`config.mk`:
```
export PLATFORM = sky130hd
export DESIGN_NAME = ring_segment_allocator
export DESIGN_NICKNAME = d
export VERILOG_FILES = /design/src/rtl/core/rsa_pkg.sv /design/src/rtl/core/rsa_seg_mem.sv /design/src/rtl/core/ring_segment_allocator.sv
export SDC_FILE = /design/constraint.sdc
export NUM_CORES = 1
export LEC_CHECK = 0
export BUFFER_PORTS_ARGS = -buffer_cell sky130_fd_sc_hd__buf_2
export CORE_MARGIN = 2
export CORE_UTILIZATION = 35
export CTS_BUF_LIST = sky130_fd_sc_hd__clkbuf_2 sky130_fd_sc_hd__clkbuf_4 sky130_fd_sc_hd__clkbuf_8
export CTS_CLUSTER_SIZE = 20
export DETAILED_ROUTE_END_ITERATION = 8
export PLACE_DENSITY_LB_ADDON = 0.2
export SYNTH_ARGS = -nofsm -noshare
export SYNTH_HDL_FRONTEND = slang
export SYNTH_SLANG_ARGS = --single-unit
```
`constraint.sdc`:
```
create_clock -name clk -period 9.1 [get_ports clk]
set_input_delay 1.82 -clock clk [delete_from_list [all_inputs] [get_ports clk]]
set_output_delay 1.82 -clock clk [all_outputs]
set_load 0.03 [all_outputs]
```
`src/rtl/core/rsa_pkg.sv`:
```
// ----------------------------------------------------------------------------
// Ring segment allocator package
// Shared widths, default sizes, command modes and result status codes.
// ----------------------------------------------------------------------------
package rsa_pkg;

	localparam int UNIT_BITS         = 16;
	localparam int STATUS_BITS       = 2;
	localparam int MAX_SEGMENTS_DEF  = 16;

	localparam logic MODE_REQUEST = 1'b0;
	localparam logic MODE_RETURN  = 1'b1;

	localparam logic [STATUS_BITS-1:0] ST_DONE      = 2'd0;
	localparam logic [STATUS_BITS-1:0] ST_NO_ROOM   = 2'd1;
	localparam logic [STATUS_BITS-1:0] ST_LIST_FULL = 2'd2;
	localparam logic [STATUS_BITS-1:0] ST_NOT_FOUND = 2'd3;

endpackage

```
`src/rtl/core/rsa_seg_mem.sv`:
```
// ----------------------------------------------------------------------------
// Ring segment allocator segment store
// Synchronous memory of segment entries with one write port and one read
// port; read data is registered and appears in the cycle after the read is issued.
// ----------------------------------------------------------------------------
module rsa_seg_mem #(
	parameter int DEPTH  = rsa_pkg::MAX_SEGMENTS_DEF,
	parameter int ADDR_W = $clog2(rsa_pkg::MAX_SEGMENTS_DEF),
	parameter int DATA_W = 2 * rsa_pkg::UNIT_BITS
) (
	input  logic              clk,
	input  logic              wr_en,
	input  logic [ADDR_W-1:0] wr_addr,
	input  logic [DATA_W-1:0] wr_data,
	input  logic              rd_en,
	input  logic [ADDR_W-1:0] rd_addr,
	output logic [DATA_W-1:0] rd_data
);

	logic [DATA_W-1:0] mem [DEPTH];

	always_ff @(posedge clk) begin
		if (wr_en) begin
			mem[wr_addr] <= wr_data;
		end
	end

	always_ff @(posedge clk) begin
		if (rd_en) begin
			rd_data <= mem[rd_addr];
		end
	end

endmodule

```
`src/rtl/core/ring_segment_allocator.sv`:
```
// ----------------------------------------------------------------------------
// Ring segment allocator
// Hands out segments of a backing store and takes them back, keeping the
// borrowed segments as an ordered list in a circular segment memory.
// ----------------------------------------------------------------------------
// Usage: an item is taken when start is high and busy is low. Mode request
// places a segment of the given length at the list head or after the last
// segment; mode return clears the first segment whose offset is not below
// the given one and trims empty segments from both list ends. Each item
// gives exactly one result, shown for one cycle with result_valid; the
// receiver cannot stall, so the result is simply dropped if not captured.
// Busy falls in the cycle the result is shown, so a new item can be taken
// then. A request reads the head entry and, if the new segment does not
// fit before it, the tail entry. A return scans the entries in order,
// then trims each list end with a read and a check per entry; the single
// read port of the segment memory sets this pace. The user must write the
// capacity register with cfg_wr_en and cfg_wr_data only while the block
// is idle; the block itself does not enforce this. Reset empties the list
// and clears the capacity; no memory clearing is needed.
// ----------------------------------------------------------------------------
module ring_segment_allocator #(
	parameter int MAX_SEGMENTS = rsa_pkg::MAX_SEGMENTS_DEF
) (
	input  logic                            clk,
	input  logic                            arst_n,
	input  logic                            cfg_wr_en,
	input  logic [rsa_pkg::UNIT_BITS-1:0]   cfg_wr_data,
	input  logic                            start,
	output logic                            busy,
	input  logic                            mode,
	input  logic [rsa_pkg::UNIT_BITS-1:0]   length,
	input  logic [rsa_pkg::UNIT_BITS-1:0]   offset,
	output logic                            result_valid,
	output logic [rsa_pkg::STATUS_BITS-1:0] status,
	output logic [rsa_pkg::UNIT_BITS-1:0]   granted_offset
);

	localparam int UB     = rsa_pkg::UNIT_BITS;
	localparam int IDX_W  = $clog2(MAX_SEGMENTS);
	localparam int CNT_W  = $clog2(MAX_SEGMENTS + 1);
	localparam int DATA_W = 2 * UB;

	localparam logic [2:0] S_IDLE     = 3'd0;
	localparam logic [2:0] S_REQ_HEAD = 3'd1;
	localparam logic [2:0] S_REQ_TAIL = 3'd2;
	localparam logic [2:0] S_SCAN     = 3'd3;
	localparam logic [2:0] S_TF_RD    = 3'd4;
	localparam logic [2:0] S_TF_CHK   = 3'd5;
	localparam logic [2:0] S_TB_RD    = 3'd6;
	localparam logic [2:0] S_TB_CHK   = 3'd7;

	logic [2:0]        state_q, state_d;
	logic [IDX_W-1:0]  head_q, head_d;
	logic [CNT_W-1:0]  count_q, count_d;
	logic [CNT_W-1:0]  pos_q, pos_d;
	logic              chk_valid_q, chk_valid_d;
	logic [IDX_W-1:0]  chk_slot_q, chk_slot_d;
	logic [UB-1:0]     cap_q;
	logic [UB-1:0]     len_q, len_d;
	logic [UB-1:0]     off_q, off_d;
	logic              res_valid_q, res_valid_d;
	logic [rsa_pkg::STATUS_BITS-1:0] res_status_q, res_status_d;
	logic [UB-1:0]     res_granted_q, res_granted_d;

	logic              wr_en;
	logic [IDX_W-1:0]  wr_addr;
	logic [DATA_W-1:0] wr_data;
	logic              rd_en;
	logic [IDX_W-1:0]  rd_addr;
	logic [DATA_W-1:0] rd_data;

	logic [UB-1:0]     rd_start;
	logic [UB-1:0]     rd_len;
	logic [IDX_W-1:0]  head_dec;
	logic [IDX_W-1:0]  head_inc;
	logic [IDX_W-1:0]  tail_slot;
	logic [IDX_W-1:0]  next_slot;
	logic [UB:0]       tail_end;
	logic [UB+1:0]     tail_need;
	logic              tail_fits;
	logic              scan_hit;

	function automatic logic [IDX_W-1:0] slot_of(input logic [IDX_W-1:0] base,
			input logic [CNT_W-1:0] pos);
		logic [CNT_W:0] sum;
		sum = (CNT_W+1)'(base) + (CNT_W+1)'(pos);
		if (sum >= (CNT_W+1)'(MAX_SEGMENTS)) begin
			sum = sum - (CNT_W+1)'(MAX_SEGMENTS);
		end
		return sum[IDX_W-1:0];
	endfunction

	rsa_seg_mem #(
		.DEPTH  (MAX_SEGMENTS),
		.ADDR_W (IDX_W),
		.DATA_W (DATA_W)
	) u_seg_mem (
		.clk     (clk),
		.wr_en   (wr_en),
		.wr_addr (wr_addr),
		.wr_data (wr_data),
		.rd_en   (rd_en),
		.rd_addr (rd_addr),
		.rd_data (rd_data)
	);

	assign rd_start  = rd_data[DATA_W-1:UB];
	assign rd_len    = rd_data[UB-1:0];
	assign head_dec  = (head_q == '0) ? IDX_W'(MAX_SEGMENTS - 1) : head_q - IDX_W'(1);
	assign head_inc  = (head_q == IDX_W'(MAX_SEGMENTS - 1)) ? '0 : head_q + IDX_W'(1);
	assign tail_slot = slot_of(head_q, count_q - CNT_W'(1));
	assign next_slot = slot_of(head_q, count_q);
	assign tail_end  = {1'b0, rd_start} + {1'b0, rd_len};
	assign tail_need = {1'b0, tail_end} + {2'b00, len_q};
	assign tail_fits = tail_need <= {2'b00, cap_q};
	assign scan_hit  = chk_valid_q && (rd_start >= off_q);

	assign busy           = (state_q != S_IDLE);
	assign result_valid   = res_valid_q;
	assign status         = res_status_q;
	assign granted_offset = res_granted_q;

	always_comb begin
		state_d       = state_q;
		head_d        = head_q;
		count_d       = count_q;
		pos_d         = pos_q;
		chk_valid_d   = chk_valid_q;
		chk_slot_d    = chk_slot_q;
		len_d         = len_q;
		off_d         = off_q;
		res_valid_d   = 1'b0;
		res_status_d  = res_status_q;
		res_granted_d = res_granted_q;
		wr_en         = 1'b0;
		wr_addr       = '0;
		wr_data       = '0;
		rd_en         = 1'b0;
		rd_addr       = '0;

		case (state_q)
			S_IDLE: begin
				if (start) begin
					len_d         = length;
					off_d         = offset;
					res_granted_d = '0;
					res_status_d  = rsa_pkg::ST_DONE;
					if (mode == rsa_pkg::MODE_REQUEST) begin
						if (count_q == CNT_W'(MAX_SEGMENTS)) begin
							res_valid_d  = 1'b1;
							res_status_d = rsa_pkg::ST_LIST_FULL;
						end else if (count_q == '0) begin
							res_valid_d = 1'b1;
							if (length == '0) begin
								wr_en   = 1'b1;
								wr_addr = head_dec;
								wr_data = '0;
								head_d  = head_dec;
								count_d = count_q + CNT_W'(1);
							end else if (length <= cap_q) begin
								wr_en   = 1'b1;
								wr_addr = head_q;
								wr_data = {UB'(0), length};
								count_d = count_q + CNT_W'(1);
							end else begin
								res_status_d = rsa_pkg::ST_NO_ROOM;
							end
						end else begin
							rd_en   = 1'b1;
							rd_addr = head_q;
							state_d = S_REQ_HEAD;
						end
					end else begin
						if (count_q == '0) begin
							res_valid_d  = 1'b1;
							res_status_d = rsa_pkg::ST_NOT_FOUND;
						end else begin
							pos_d       = '0;
							chk_valid_d = 1'b0;
							state_d     = S_SCAN;
						end
					end
				end
			end
			S_REQ_HEAD: begin
				if (len_q <= rd_start) begin
					wr_en         = 1'b1;
					wr_addr       = head_dec;
					wr_data       = {rd_start - len_q, len_q};
					head_d        = head_dec;
					count_d       = count_q + CNT_W'(1);
					res_valid_d   = 1'b1;
					res_granted_d = rd_start - len_q;
					state_d       = S_IDLE;
				end else begin
					rd_en   = 1'b1;
					rd_addr = tail_slot;
					state_d = S_REQ_TAIL;
				end
			end
			S_REQ_TAIL: begin
				res_valid_d = 1'b1;
				state_d     = S_IDLE;
				if (tail_fits) begin
					wr_en         = 1'b1;
					wr_addr       = next_slot;
					wr_data       = {tail_end[UB-1:0], len_q};
					count_d       = count_q + CNT_W'(1);
					res_granted_d = tail_end[UB-1:0];
				end else begin
					res_status_d = rsa_pkg::ST_NO_ROOM;
				end
			end
			S_SCAN: begin
				if (scan_hit) begin
					wr_en   = 1'b1;
					wr_addr = chk_slot_q;
					wr_data = {rd_start, UB'(0)};
					state_d = S_TF_RD;
				end else if (pos_q == count_q) begin
					res_valid_d  = 1'b1;
					res_status_d = rsa_pkg::ST_NOT_FOUND;
					state_d      = S_IDLE;
				end else begin
					rd_en       = 1'b1;
					rd_addr     = slot_of(head_q, pos_q);
					chk_slot_d  = slot_of(head_q, pos_q);
					chk_valid_d = 1'b1;
					pos_d       = pos_q + CNT_W'(1);
				end
			end
			S_TF_RD: begin
				if (count_q == '0) begin
					head_d      = '0;
					res_valid_d = 1'b1;
					state_d     = S_IDLE;
				end else begin
					rd_en   = 1'b1;
					rd_addr = head_q;
					state_d = S_TF_CHK;
				end
			end
			S_TF_CHK: begin
				if (rd_len == '0) begin
					head_d  = head_inc;
					count_d = count_q - CNT_W'(1);
					state_d = S_TF_RD;
				end else begin
					state_d = S_TB_RD;
				end
			end
			S_TB_RD: begin
				if (count_q == '0) begin
					head_d      = '0;
					res_valid_d = 1'b1;
					state_d     = S_IDLE;
				end else begin
					rd_en   = 1'b1;
					rd_addr = tail_slot;
					state_d = S_TB_CHK;
				end
			end
			S_TB_CHK: begin
				if (rd_len == '0) begin
					count_d = count_q - CNT_W'(1);
					state_d = S_TB_RD;
				end else begin
					res_valid_d = 1'b1;
					state_d     = S_IDLE;
				end
			end
			default: begin
				state_d = S_IDLE;
			end
		endcase
	end

	always_ff @(posedge clk or negedge arst_n) begin
		if (!arst_n) begin
			state_q     <= S_IDLE;
			head_q      <= '0;
			count_q     <= '0;
			pos_q       <= '0;
			chk_valid_q <= 1'b0;
			cap_q       <= '0;
			res_valid_q <= 1'b0;
		end else begin
			state_q     <= state_d;
			head_q      <= head_d;
			count_q     <= count_d;
			pos_q       <= pos_d;
			chk_valid_q <= chk_valid_d;
			res_valid_q <= res_valid_d;
			if (cfg_wr_en) begin
				cap_q <= cfg_wr_data;
			end
		end
	end

	always_ff @(posedge clk) begin
		chk_slot_q    <= chk_slot_d;
		len_q         <= len_d;
		off_q         <= off_d;
		res_status_q  <= res_status_d;
		res_granted_q <= res_granted_d;
	end

endmodule
```
# Yosys cells after proc, flatten, opt, wreduce, memory -nomap -nowiden
# Memory sizes are Yosys's and may differ from the RTL's. A register that Yosys moved wholly into a read port is not among the register bits.
# Cells that the tools add are included.
# word_totals
register_bits	89
ram_bits	512
input_bits	53
output_inout_bits	20
word_cells	206
memories	1
# op_classes
add_sub_neg	14
magnitude_cmp	7
eq_ne	28
mux	120
bitwise_logic	2
reduce_logical	22
# memory_table
name	depth	width	read_ports	rd_clocked_by_memory_dff	wr	line_no	source
u_seg_mem.mem	16	32	1	1	1	rsa_seg_mem.sv:20	logic [DATA_W-1:0] mem [DEPTH];
# op_table
cell	count
two-way mux 16 bit	9
case mux 32 bit (4 select lines)	1
two-way mux 4 bit	29
two-way mux 32 bit	3
two-way mux 5 bit	14
case mux 16 bit (3 select lines)	1
two-way mux 1 bit	33
<= comparator 16 bit	2
logical NOT 16 bit	2
case mux 4 bit (4 select lines)	2
two-way mux 3 bit	10
inequality test 2 bit, second input constant	14
case mux 3 bit (8 select lines)	1
case mux 4 bit (5 select lines)	1
case mux 5 bit (4 select lines)	1
adder 17 x 16 -> 18 bit	1
adder 4 x 5 -> 6 bit	3
>= comparator 6 x 5 -> 1 bit, second input constant	3
<= comparator 18 x 16 -> 1 bit	1
two-way mux 2 bit	9
adder 16 x 16 -> 17 bit	1
>= comparator 16 bit	1
subtractor 16 bit	1
subtractor 4 x 1 -> 4 bit, second input constant	4
other kinds (32)	46

# Logic depth before layout (Yosys ltp)
# Gate-level depths: netlist (run 1).
# depth
word_depth	10
mapped_depth	26
ltp_nobuf	25

# Cells and area by module
# From an unflattened synthesis (run 1), not the netlist that was laid out.
# hier_totals
hier_cells	1768
hier_area_um2	28443.5
# by_module_without_submodules
mod	n_inst	cells_each	area_per_inst_um2	seq_area_each_um2
rsa_seg_mem	1	838	20156.8	16335.7
ring_segment_allocator	1	930	8286.7	2497.4

# Worst setup path before layout (run 1)
# No wires, ideal clock.
# synth_path
kind	register -> register
from	register u_seg_mem.rd_data[21], read port of u_seg_mem.mem
to	memory u_seg_mem.mem[4][0] in the netlist's numbering, enable pin
setup_time_ps	501
t_arrival_ps	7701
required_time_ps	8599
setup_slack_ps	898
stages_incl_launch_ff	22
path_buffers	1
period_less_slack_ps	8202
cell_sequence	edfxtp_1 ha_1 a2111o_1 o21a_2 a31o_2 a21o_1 a21oi_1 xnor2_1 ha_1 o21ai_0 nand2b_1 a21oi_1 xnor2_1 ha_1 and4_1 nand3_1 nor4_1 a21o_1 o211ai_1 buf_2 o21a_4 nor4_1
# synth_via
elab_chain_len	7
word_cells_on_any_way	16
classes_between	add/sub: 2; order compare: 3; mux: 10; reduce/logical: 1
# synth_rtl
element	line_no	source
start, declared	rsa_seg_mem.sv:17	output logic [DATA_W-1:0] rd_data
adder 16 x 16 -> 17 bit	ring_segment_allocator.sv:113	assign tail_end = {1'b0, rd_start} + {1'b0, rd_len};
adder 17 x 16 -> 18 bit	ring_segment_allocator.sv:114	assign tail_need = {1'b0, tail_end} + {2'b00, len_q};
<= comparator 18 x 16 -> 1 bit	ring_segment_allocator.sv:115	assign tail_fits = tail_need <= {2'b00, cap_q};
two-way mux 1 bit	ring_segment_allocator.sv:204	if (tail_fits) begin
case mux 1 bit (4 select lines)	ring_segment_allocator.sv:141	case (state_q)
two-way mux 1 bit	rsa_seg_mem.sv:23	if (wr_en) begin
two-way mux 1 bit (implied by the code)	rsa_seg_mem.sv:24	mem[wr_addr] <= wr_data;
end, declared	rsa_seg_mem.sv:20	
# Parallel ways exist; a longest one is shown, timed or not.

# Worst setup path after layout (run 1)
# layout_path
from	register u_seg_mem.rd_data[16], read port of u_seg_mem.mem
to	memory u_seg_mem.mem[5][18] in the netlist's numbering, enable pin
# Same word-level chain as after synthesis.

==> results of run 1 <==
-- final cells by class --
type                       instances  share of cell area
sequential                       633               0.557
multi-input combinational       1522               0.307
clock buffer                     147              0.0524
tap                             1144              0.0423
timing repair buffer             122              0.0232
clock inverter                    37             0.00910
inverter                          82             0.00910
antenna                            5            0.000370
-- synth_stat cells, drive strengths merged (71+ instances only) --
library cell / number / share of area
and3: 71 / 0.015
nand3: 85 / 0.014
nand2: 215 / 0.027
o21ai: 144 / 0.024
ha: 114 / 0.048
inv: 82 / 0.010
nand4: 106 / 0.022
a211oi: 79 / 0.020
a21oi: 127 / 0.021
edfxtp: 598 / 0.60
clkbuf: 139 / 0.017
nor3: 92 / 0.016
-- per-stage QoR --
stage / setup WS [ps] / area, um2 / cells / hold WS, ps
CTS: 1780 / 33800 / 3687 / 562
floorplan: 898 / 30000 / 2409 / 461
global placement: 1950 / 31700 / 3503 / 530
global route: 1400 / 33800 / 3691 / 589
finish: 1770 / 33800 / 3692 / 553
detailed placement: 1800 / 31700 / 3503 / 548
-- flip-flops by register name, indices dropped and copies added (netlist names), 5 cells and up --
name	count
u_seg_mem.mem	512
u_seg_mem.rd_data	32
cap_q	16
granted_offset	16
len_q	16
off_q	16
count_q	5
pos_q	5
-- tightest hold or removal path, cell delays in order (launching register included) --
cell and delay [ps]:
dfrtp_1 400, nand2_1 60, o21ai_0 60
-- worst paths after layout --
path | depth (start not counted) | end
max | 23 | u_seg_mem.mem[5][18]
min | 2 | pos_q[4]
max reg2reg | 23 | u_seg_mem.mem[5][18]
min reg2reg | 2 | pos_q[4]
max in group asynchronous | 1 | count_q[1]
min in group asynchronous | 1 | cap_q[6]
-- per-layer routing --
| layer | vias up | share of wire |
|---|---|---|
| li1 | 9596 | - |
| met1 | 10614 | 0.44 |
| met2 | 754 | 0.47 |
| met3 | 155 | 0.057 |
| met4 | 0 | 0.030 |
| met5 | - | 0 |
-- cell families (layout without fill, tap and decap cells) --
logic type,count (synthesis),count (layout),share of synthesized area
flops,633,633,0.628
compound gates,659,659,0.154
mux,4,4,0.00142
fa+ha+maj,120,120,0.0516
buf+inv,254,388,0.0333
xor+xnor,61,61,0.0178
simple gates,678,678,0.114
other cells,0,5,0
==> impl_results.html, run 1 <==
<table>
<tr><th>Metric</th><th>Value</th></tr>
<tr><th colspan="2">Critical path</th></tr>
<tr><td>CP Data Required Time</td><td>9490 ps</td></tr>
<tr><td>Worst setup path start</td><td>u_seg_mem.rd_data[16]</td></tr>
<tr><td>Type of origin of the critical path</td><td>flip-flop</td></tr>
<tr><td>Combined buffer and inverter count along the critical path</td><td>2</td></tr>
<tr><td>Biggest cell delay along the critical path</td><td>1060 ps</td></tr>
<tr><td>Worst r2r src</td><td>u_seg_mem.rd_data[16]</td></tr>
<tr><td>Critical Path, Cell by Cell</td><td>ha_1 &gt; inv_1 &gt; fa_1 &gt; nand2b_1 &gt; a21oi_1 &gt; o21a_2 &gt; a31o_2 &gt; xor2_1 &gt; ha_1 &gt; a21oi_1 &gt; o31ai_1 &gt; a31oi_2 &gt; o21ai_2 &gt; a31o_1 &gt; xor2_1 &gt; ha_1 &gt; nand3_1 &gt; a31o_2 &gt; a21oi_1 &gt; a2111o_1 &gt; nand4_1 &gt; nor3_2 &gt; buf_12</td></tr>
<tr><td>Worst setup path category</td><td>flip-flop to flip-flop</td></tr>
<tr><td>FF-to-FF setup slack</td><td>1770 ps</td></tr>
<tr><td>CP max-delay cell</td><td>nor3_2</td></tr>
<tr><td>Critical path capture point type</td><td>flip-flop</td></tr>
<tr><td>Delay-heaviest family, CP</td><td>compound AO/OA/AOI/OAI gates</td></tr>
<tr><td>Arrival time at the worst endpoint</td><td>7720 ps</td></tr>
<tr><td>Largest fanout on the critical path</td><td>24</td></tr>
<tr><th colspan="2">GRT</th></tr>
<tr><td>GR met2 Demand/Resource</td><td>0.324</td></tr>
<tr><td>Pin count of the biggest net entering global routing</td><td>roughly 180</td></tr>
<tr><td>GR Util All Layers</td><td>0.201</td></tr>
<tr><td>Layer with the highest usage</td><td>met2</td></tr>
<tr><td>Vias in the first global route</td><td>20,879</td></tr>
<tr><td>Met1 track demand over resource in global routing</td><td>0.277</td></tr>
<tr><td>Number of antenna violations at the first check in global routing</td><td>2</td></tr>
<tr><td>Remaining global-route overflow</td><td>0</td></tr>
<tr><td>Met3 Resource Use GR</td><td>0.0296</td></tr>
<tr><td>First-pass GRT wire length</td><td>135,000 um</td></tr>
<tr><th colspan="2">Yosys</th></tr>
<tr><td>Avg Cell Area, Syn</td><td>between 10 and 15 um2</td></tr>
<tr><td>Share of flip-flops with an asynchronous set or reset after synthesis</td><td>0.0553</td></tr>
<tr><td>Number of warning messages in the yosys log</td><td>0</td></tr>
<tr><td>Post-synthesis cell type count</td><td>just under 80</td></tr>
<tr><td>Share of the yosys chip area belonging to registers</td><td>0.628</td></tr>
<tr><td>Ys flop type</td><td>edfxtp_1</td></tr>
<tr><td>Post-Syn Area</td><td>between 20,000 and 30,000 um2</td></tr>
<tr><td>Nets in the synthesized netlist</td><td>2,582</td></tr>
<tr><td>EDFF count, synth</td><td>598</td></tr>
<tr><td>Number of storage elements in the synthesis netlist</td><td>~630</td></tr>
<tr><td>Syn Inst Count</td><td>2,409</td></tr>
<tr><th colspan="2">STA</th></tr>
<tr><td>Setup repair after global routing missed its margin</td><td>false</td></tr>
<tr><td>Final critical delay including setup and external delays</td><td>7330 ps</td></tr>
<tr><td>Count of endpoints failing setup in the final report</td><td>0</td></tr>
<tr><td>Share of the cycle needed by the critical path after routing</td><td>0.805</td></tr>
<tr><td>Max Slew Vio Count</td><td>0</td></tr>
<tr><td>Skew final</td><td>roughly 45 ps</td></tr>
<tr><td>Final-layout setup total negative slack</td><td>0 ps</td></tr>
<tr><td>Transition at the pin with the smallest max-transition slack</td><td>1150 ps</td></tr>
<tr><td>Number of hold violations in the final report</td><td>0</td></tr>
<tr><td>Highest attainable clock frequency</td><td>between 100 and 150 MHz</td></tr>
<tr><td>Worst-case headroom to the max-slew limit</td><td>0.230</td></tr>
<tr><th colspan="2">Finish</th></tr>
<tr><td>Reg area</td><td>18,800 um2</td></tr>
<tr><td>Fraction of the core area covered by cells at the end of the flow</td><td>0.398</td></tr>
<tr><td>Area used by multi-input combinational logic</td><td>10,400 um2</td></tr>
<tr><td>Most common cell after layout, fill and taps aside</td><td>edfxtp_1</td></tr>
<tr><td>Number of filler cells placed in the layout</td><td>8,001</td></tr>
<tr><td>Commonest cells after routing, fill and taps aside</td><td>598 x edfxtp_1, 213 x nand2_1, 136 x o21ai_0</td></tr>
<tr><td>Area growth from synthesis to layout</td><td>12.7%</td></tr>
<tr><td>Fin nets</td><td>2,638</td></tr>
<tr><td>Fraction of layout instances using a drive strength above 1</td><td>0.149</td></tr>
<tr><th colspan="2">Drt</th></tr>
<tr><td>First-pass iteration count of the detailed router</td><td>5</td></tr>
<tr><td>Post-detailed-route wirelength per cell</td><td>24.6 um</td></tr>
<tr><td>Number of design rule violations left after detail routing</td><td>0</td></tr>
<tr><td>Post-detailed-route count of antenna-violating nets</td><td>0</td></tr>
<tr><td>Final Routed Wirelength</td><td>a little over 90,000 um</td></tr>
<tr><td>Drt first-iter violations</td><td>1,808</td></tr>
<tr><td>Via count of the routed design</td><td>21,119</td></tr>
<tr><td>Post-DR vias/cell</td><td>5.72</td></tr>
<tr><th colspan="2">Die</th></tr>
<tr><td>Ports placed on the boundary</td><td>73</td></tr>
<tr><td>Core Rows</td><td>107</td></tr>
<tr><td>Area enclosed by the die boundary</td><td>a little under 90,000 um2</td></tr>
<tr><td>Vertical die dimension</td><td>297 um</td></tr>
<tr><td>Horizontal die dimension</td><td>297 um</td></tr>
<tr><td>Placeable core area</td><td>~85,000 um2</td></tr>
<tr><td>Effective utilization at floorplan</td><td>0.353</td></tr>
<tr><th colspan="2">Place</th></tr>
<tr><td>Number of buffers inserted by port buffering</td><td>72</td></tr>
<tr><td>HPWL after detailed placement</td><td>57,000 um</td></tr>
<tr><td>Gp weighted congestion</td><td>0.893</td></tr>
<tr><th colspan="2">Clock tree</th></tr>
<tr><td>H-tree lvl count</td><td>3</td></tr>
<tr><td>Number of buffers inserted during clock tree synthesis</td><td>around 100</td></tr>
<tr><td>Quantity of hold-fixing buffers added after cts</td><td>0</td></tr>
<tr><td>Clock tree from TritonCTS</td><td>yes</td></tr>
<tr><td>CTS clk-pin slew, worst paths</td><td>approximately 60 ps</td></tr>
<tr><td>Clk sinks</td><td>633</td></tr>
<tr><td>Clock Root Buffer</td><td>clkbuf_8</td></tr>
<tr><td>Cts repair resizes</td><td>0</td></tr>
<tr><td>Buffer levels on the longest clock path</td><td>3</td></tr>
<tr><td>Clk Latency, worst-skew pair</td><td>730 ps</td></tr>
<tr><td>Setup Buffers After CTS</td><td>0</td></tr>
<tr><th colspan="2">Status</th></tr>
<tr><td>Outcome</td><td>finished clean</td></tr>
<tr><th colspan="2">Min path</th></tr>
<tr><td>Worst hold path class</td><td>flip-flop to flip-flop</td></tr>
<tr><td>Startpoint of the worst hold path</td><td>pos_q[4]</td></tr>
<tr><th colspan="2">Flow run</th></tr>
<tr><td>Reported max-cap violation count</td><td>0</td></tr>
</table>
Power of run 1 is not shown: default switching activity piles up to over one toggle a cycle in this logic, so the estimate is an artifact.
==> inputs of run 2 (changes only) <==
==> constraint.sdc (replaced) <==
create_clock -name clk -period 7.3 [get_ports clk]
set_input_delay 1.46 -clock clk [delete_from_list [all_inputs] [get_ports clk]]
set_output_delay 1.46 -clock clk [all_outputs]
set_load 0.03 [all_outputs]
==> impl_results.html, run 2 (synthesized netlist as in run 1, its figures left out) <==
<table>
<tr><th>Metric</th><th>Value</th></tr>
<tr><th colspan="2">GRT</th></tr>
<tr><td>GR Util All Layers</td><td>0.211 (+0.00971)</td></tr>
<tr><td>Remaining global-route overflow</td><td>0 (unchanged)</td></tr>
<tr><td>Vias in the first global route</td><td>21,266 (+1.9%)</td></tr>
<tr><td>Number of antenna violations at the first check in global routing</td><td>6 (+4)</td></tr>
<tr><td>Pin count of the biggest net entering global routing</td><td>109 (-39%)</td></tr>
<tr><td>First-pass GRT wire length</td><td>140,000 um (+3.5%)</td></tr>
<tr><th colspan="2">Min path</th></tr>
<tr><td>Worst hold path class</td><td>flip-flop to flip-flop</td></tr>
<tr><th colspan="2">Die</th></tr>
<tr><td>Vertical die dimension</td><td>297 um (unchanged)</td></tr>
<tr><td>Core Rows</td><td>107 (unchanged)</td></tr>
<tr><td>Effective utilization at floorplan</td><td>0.353 (unchanged)</td></tr>
<tr><td>Placeable core area</td><td>85,000 um2 (unchanged)</td></tr>
<tr><td>Ports placed on the boundary</td><td>73 (unchanged)</td></tr>
<tr><td>Horizontal die dimension</td><td>297 um (unchanged)</td></tr>
<tr><td>Area enclosed by the die boundary</td><td>88,100 um2 (unchanged)</td></tr>
<tr><th colspan="2">Finish</th></tr>
<tr><td>Fraction of layout instances using a drive strength above 1</td><td>0.152 (+0.00269)</td></tr>
<tr><td>Area used by multi-input combinational logic</td><td>10,400 um2 (+0.46%)</td></tr>
<tr><td>Number of flip-flops in the largest register</td><td>512 (unchanged)</td></tr>
<tr><td>Commonest cells after routing, fill and taps aside</td><td>598 x edfxtp_1, 213 x nand2_1, 135 x o21ai_0</td></tr>
<tr><td>Number of filler cells placed in the layout</td><td>8,010 (+0.11%)</td></tr>
<tr><td>Fin nets</td><td>2,662 (+0.91%)</td></tr>
<tr><td>Biggest registers after layout</td><td>u_seg_mem.mem (512), u_seg_mem.rd_data (32)</td></tr>
<tr><td>Register with the most flip-flops</td><td>u_seg_mem.mem</td></tr>
<tr><td>Area growth from synthesis to layout</td><td>14.3%</td></tr>
<tr><td>Most common cell after layout, fill and taps aside</td><td>edfxtp_1</td></tr>
<tr><td>Reg area</td><td>18,800 um2 (unchanged)</td></tr>
<tr><th colspan="2">Drt</th></tr>
<tr><td>Final Routed Wirelength</td><td>95,000 um (+4.8%)</td></tr>
<tr><td>Post-DR vias/cell</td><td>5.78 (+1.1%)</td></tr>
<tr><td>Post-detailed-route wirelength per cell</td><td>25.5 um (+3.9%)</td></tr>
<tr><td>First-pass iteration count of the detailed router</td><td>7 (+2)</td></tr>
<tr><td>Drt first-iter violations</td><td>2,195 (+21%)</td></tr>
<tr><td>Number of design rule violations left after detail routing</td><td>4 (+4)</td></tr>
<tr><td>Post-detailed-route count of antenna-violating nets</td><td>0 (unchanged)</td></tr>
<tr><td>Via count of the routed design</td><td>21,524 (+1.9%)</td></tr>
<tr><th colspan="2">STA</th></tr>
<tr><td>Transition at the pin with the smallest max-transition slack</td><td>1180 ps (+23.3 ps)</td></tr>
<tr><td>Number of hold violations in the final report</td><td>0 (unchanged)</td></tr>
<tr><td>Worst-case headroom to the max-slew limit</td><td>0.211 (-0.0190)</td></tr>
<tr><td>Skew final</td><td>40.9 ps (-4.46 ps)</td></tr>
<tr><td>Share of the cycle needed by the critical path after routing</td><td>0.935 (+0.130)</td></tr>
<tr><td>Count of endpoints failing setup in the final report</td><td>0 (unchanged)</td></tr>
<tr><td>Worst Setup Slack, final</td><td>472 ps (-1300 ps)</td></tr>
<tr><td>Setup repair after global routing missed its margin</td><td>false</td></tr>
<tr><td>Highest attainable clock frequency</td><td>146 MHz (+7.3%)</td></tr>
<tr><td>Final critical delay including setup and external delays</td><td>6830 ps (-500 ps)</td></tr>
<tr><td>Minimum hold slack</td><td>564 ps (+10.8 ps)</td></tr>
<tr><td>Max Slew Vio Count</td><td>0 (unchanged)</td></tr>
<tr><th colspan="2">Critical path</th></tr>
<tr><td>Largest fanout on the critical path</td><td>32 (+33%)</td></tr>
<tr><td>Critical path capture point type</td><td>flip-flop</td></tr>
<tr><td>CP Data Required Time</td><td>7740 ps (-1750 ps)</td></tr>
<tr><td>Type of origin of the critical path</td><td>flip-flop</td></tr>
<tr><td>Worst setup path category</td><td>flip-flop to flip-flop</td></tr>
<tr><td>Arrival time at the worst endpoint</td><td>7260 ps (-460 ps)</td></tr>
<tr><th colspan="2">Clock tree</th></tr>
<tr><td>Clock tree from TritonCTS</td><td>yes</td></tr>
<tr><td>Clock Root Buffer</td><td>clkbuf_8</td></tr>
<tr><td>H-tree lvl count</td><td>3 (unchanged)</td></tr>
<tr><td>Setup Buffers After CTS</td><td>0 (unchanged)</td></tr>
<tr><td>CTS clk-pin slew, worst paths</td><td>50 ps (about the same)</td></tr>
<tr><td>Buffer levels on the longest clock path</td><td>3 (unchanged)</td></tr>
<tr><td>Clk sinks</td><td>633 (unchanged)</td></tr>
<tr><td>Clk Latency, worst-skew pair</td><td>730 ps (about the same)</td></tr>
<tr><td>Number of buffers inserted during clock tree synthesis</td><td>106 (+1.9%)</td></tr>
<tr><th colspan="2">Place</th></tr>
<tr><td>HPWL after detailed placement</td><td>58,400 um (+2.4%)</td></tr>
<tr><td>Number of buffers inserted by port buffering</td><td>72 (unchanged)</td></tr>
<tr><td>Gp weighted congestion</td><td>0.888 (-0.54%)</td></tr>
<tr><td>Post-Place Worst Slack</td><td>609 ps (-1190 ps)</td></tr>
<tr><th colspan="2">Flow run</th></tr>
<tr><td>Reported max-cap violation count</td><td>0 (unchanged)</td></tr>
<tr><th colspan="2">Status</th></tr>
<tr><td>Failing checks</td><td>design-rule violations</td></tr>
<tr><td>Outcome</td><td>finished with violations</td></tr>
</table>
-- run 2: final timing paths --
path	from	slack, ps	cells past startpoint	to
max	u_seg_mem.rd_data[17]	470	21	u_seg_mem.mem[8][1]
min	cap_q[11]	560	2	cap_q[11]
max reg2reg	u_seg_mem.rd_data[17]	470	21	u_seg_mem.mem[8][1]
min reg2reg	cap_q[11]	560	2	cap_q[11]
max in group asynchronous	arst_n	5930	1	cap_q[11]
min in group asynchronous	arst_n	820	1	cap_q[3]
-- run 2: timing repair --
action,in CTS,in global routing
hold buffers,0,0
gates resized for setup,0,2
endpoints found under the setup margin,0,93
-- run 2: cell type report --
class,count,area share
sequential,633,0.549
multi-input combinational,1522,0.304
clock buffer,131,0.0480
tap,1144,0.0418
timing repair buffer,144,0.0332
clock inverter,65,0.0148
inverter,82,0.00898
antenna,2,0.000146
-- run 2: worst max-delay path: stages (launching register included) --
cell and delay, ps:
edfxtp_1 510, ha_1 350, a211oi_1 310, o21a_1 230, o31ai_1 130, o41ai_1 570
o21bai_1 110, a21oi_1 190, xnor2_1 240, ha_1 360, a21o_1 220, a21oi_1 280
xnor2_1 120, ha_1 300, and4_1 190, nand3_1 90, nor4_1 400, a21o_1 190
o211ai_1 300, o21ai_1 1020, nor3_2 150, buf_12 260
-- run 2: routing by layer --
layer,part of all wire,wire length (um),vias up,GRT usage
met3,0.069,6550,170,0.0351
met5,0,0,-,0
met2,0.46,44100,877,0.336
met1,0.43,41100,10830,0.287
met4,0.034,3190,0,0.0813
li1,-,-,9647,-
-- run 2: metrics by stage --
stage	cells	util	cell area (um2)	setup TNS [ps]
2_1_floorplan	2409	-	30000	-28080
3_3_place_gp	3525	0.378	32100	0
3_5_place_dp	3525	0.378	32100	0
4_1_cts	3721	0.403	34300	0
5_1_grt	3722	0.403	34300	0
6_report	3723	0.403	34300	0
Power of run 2 is left out for the same reason.
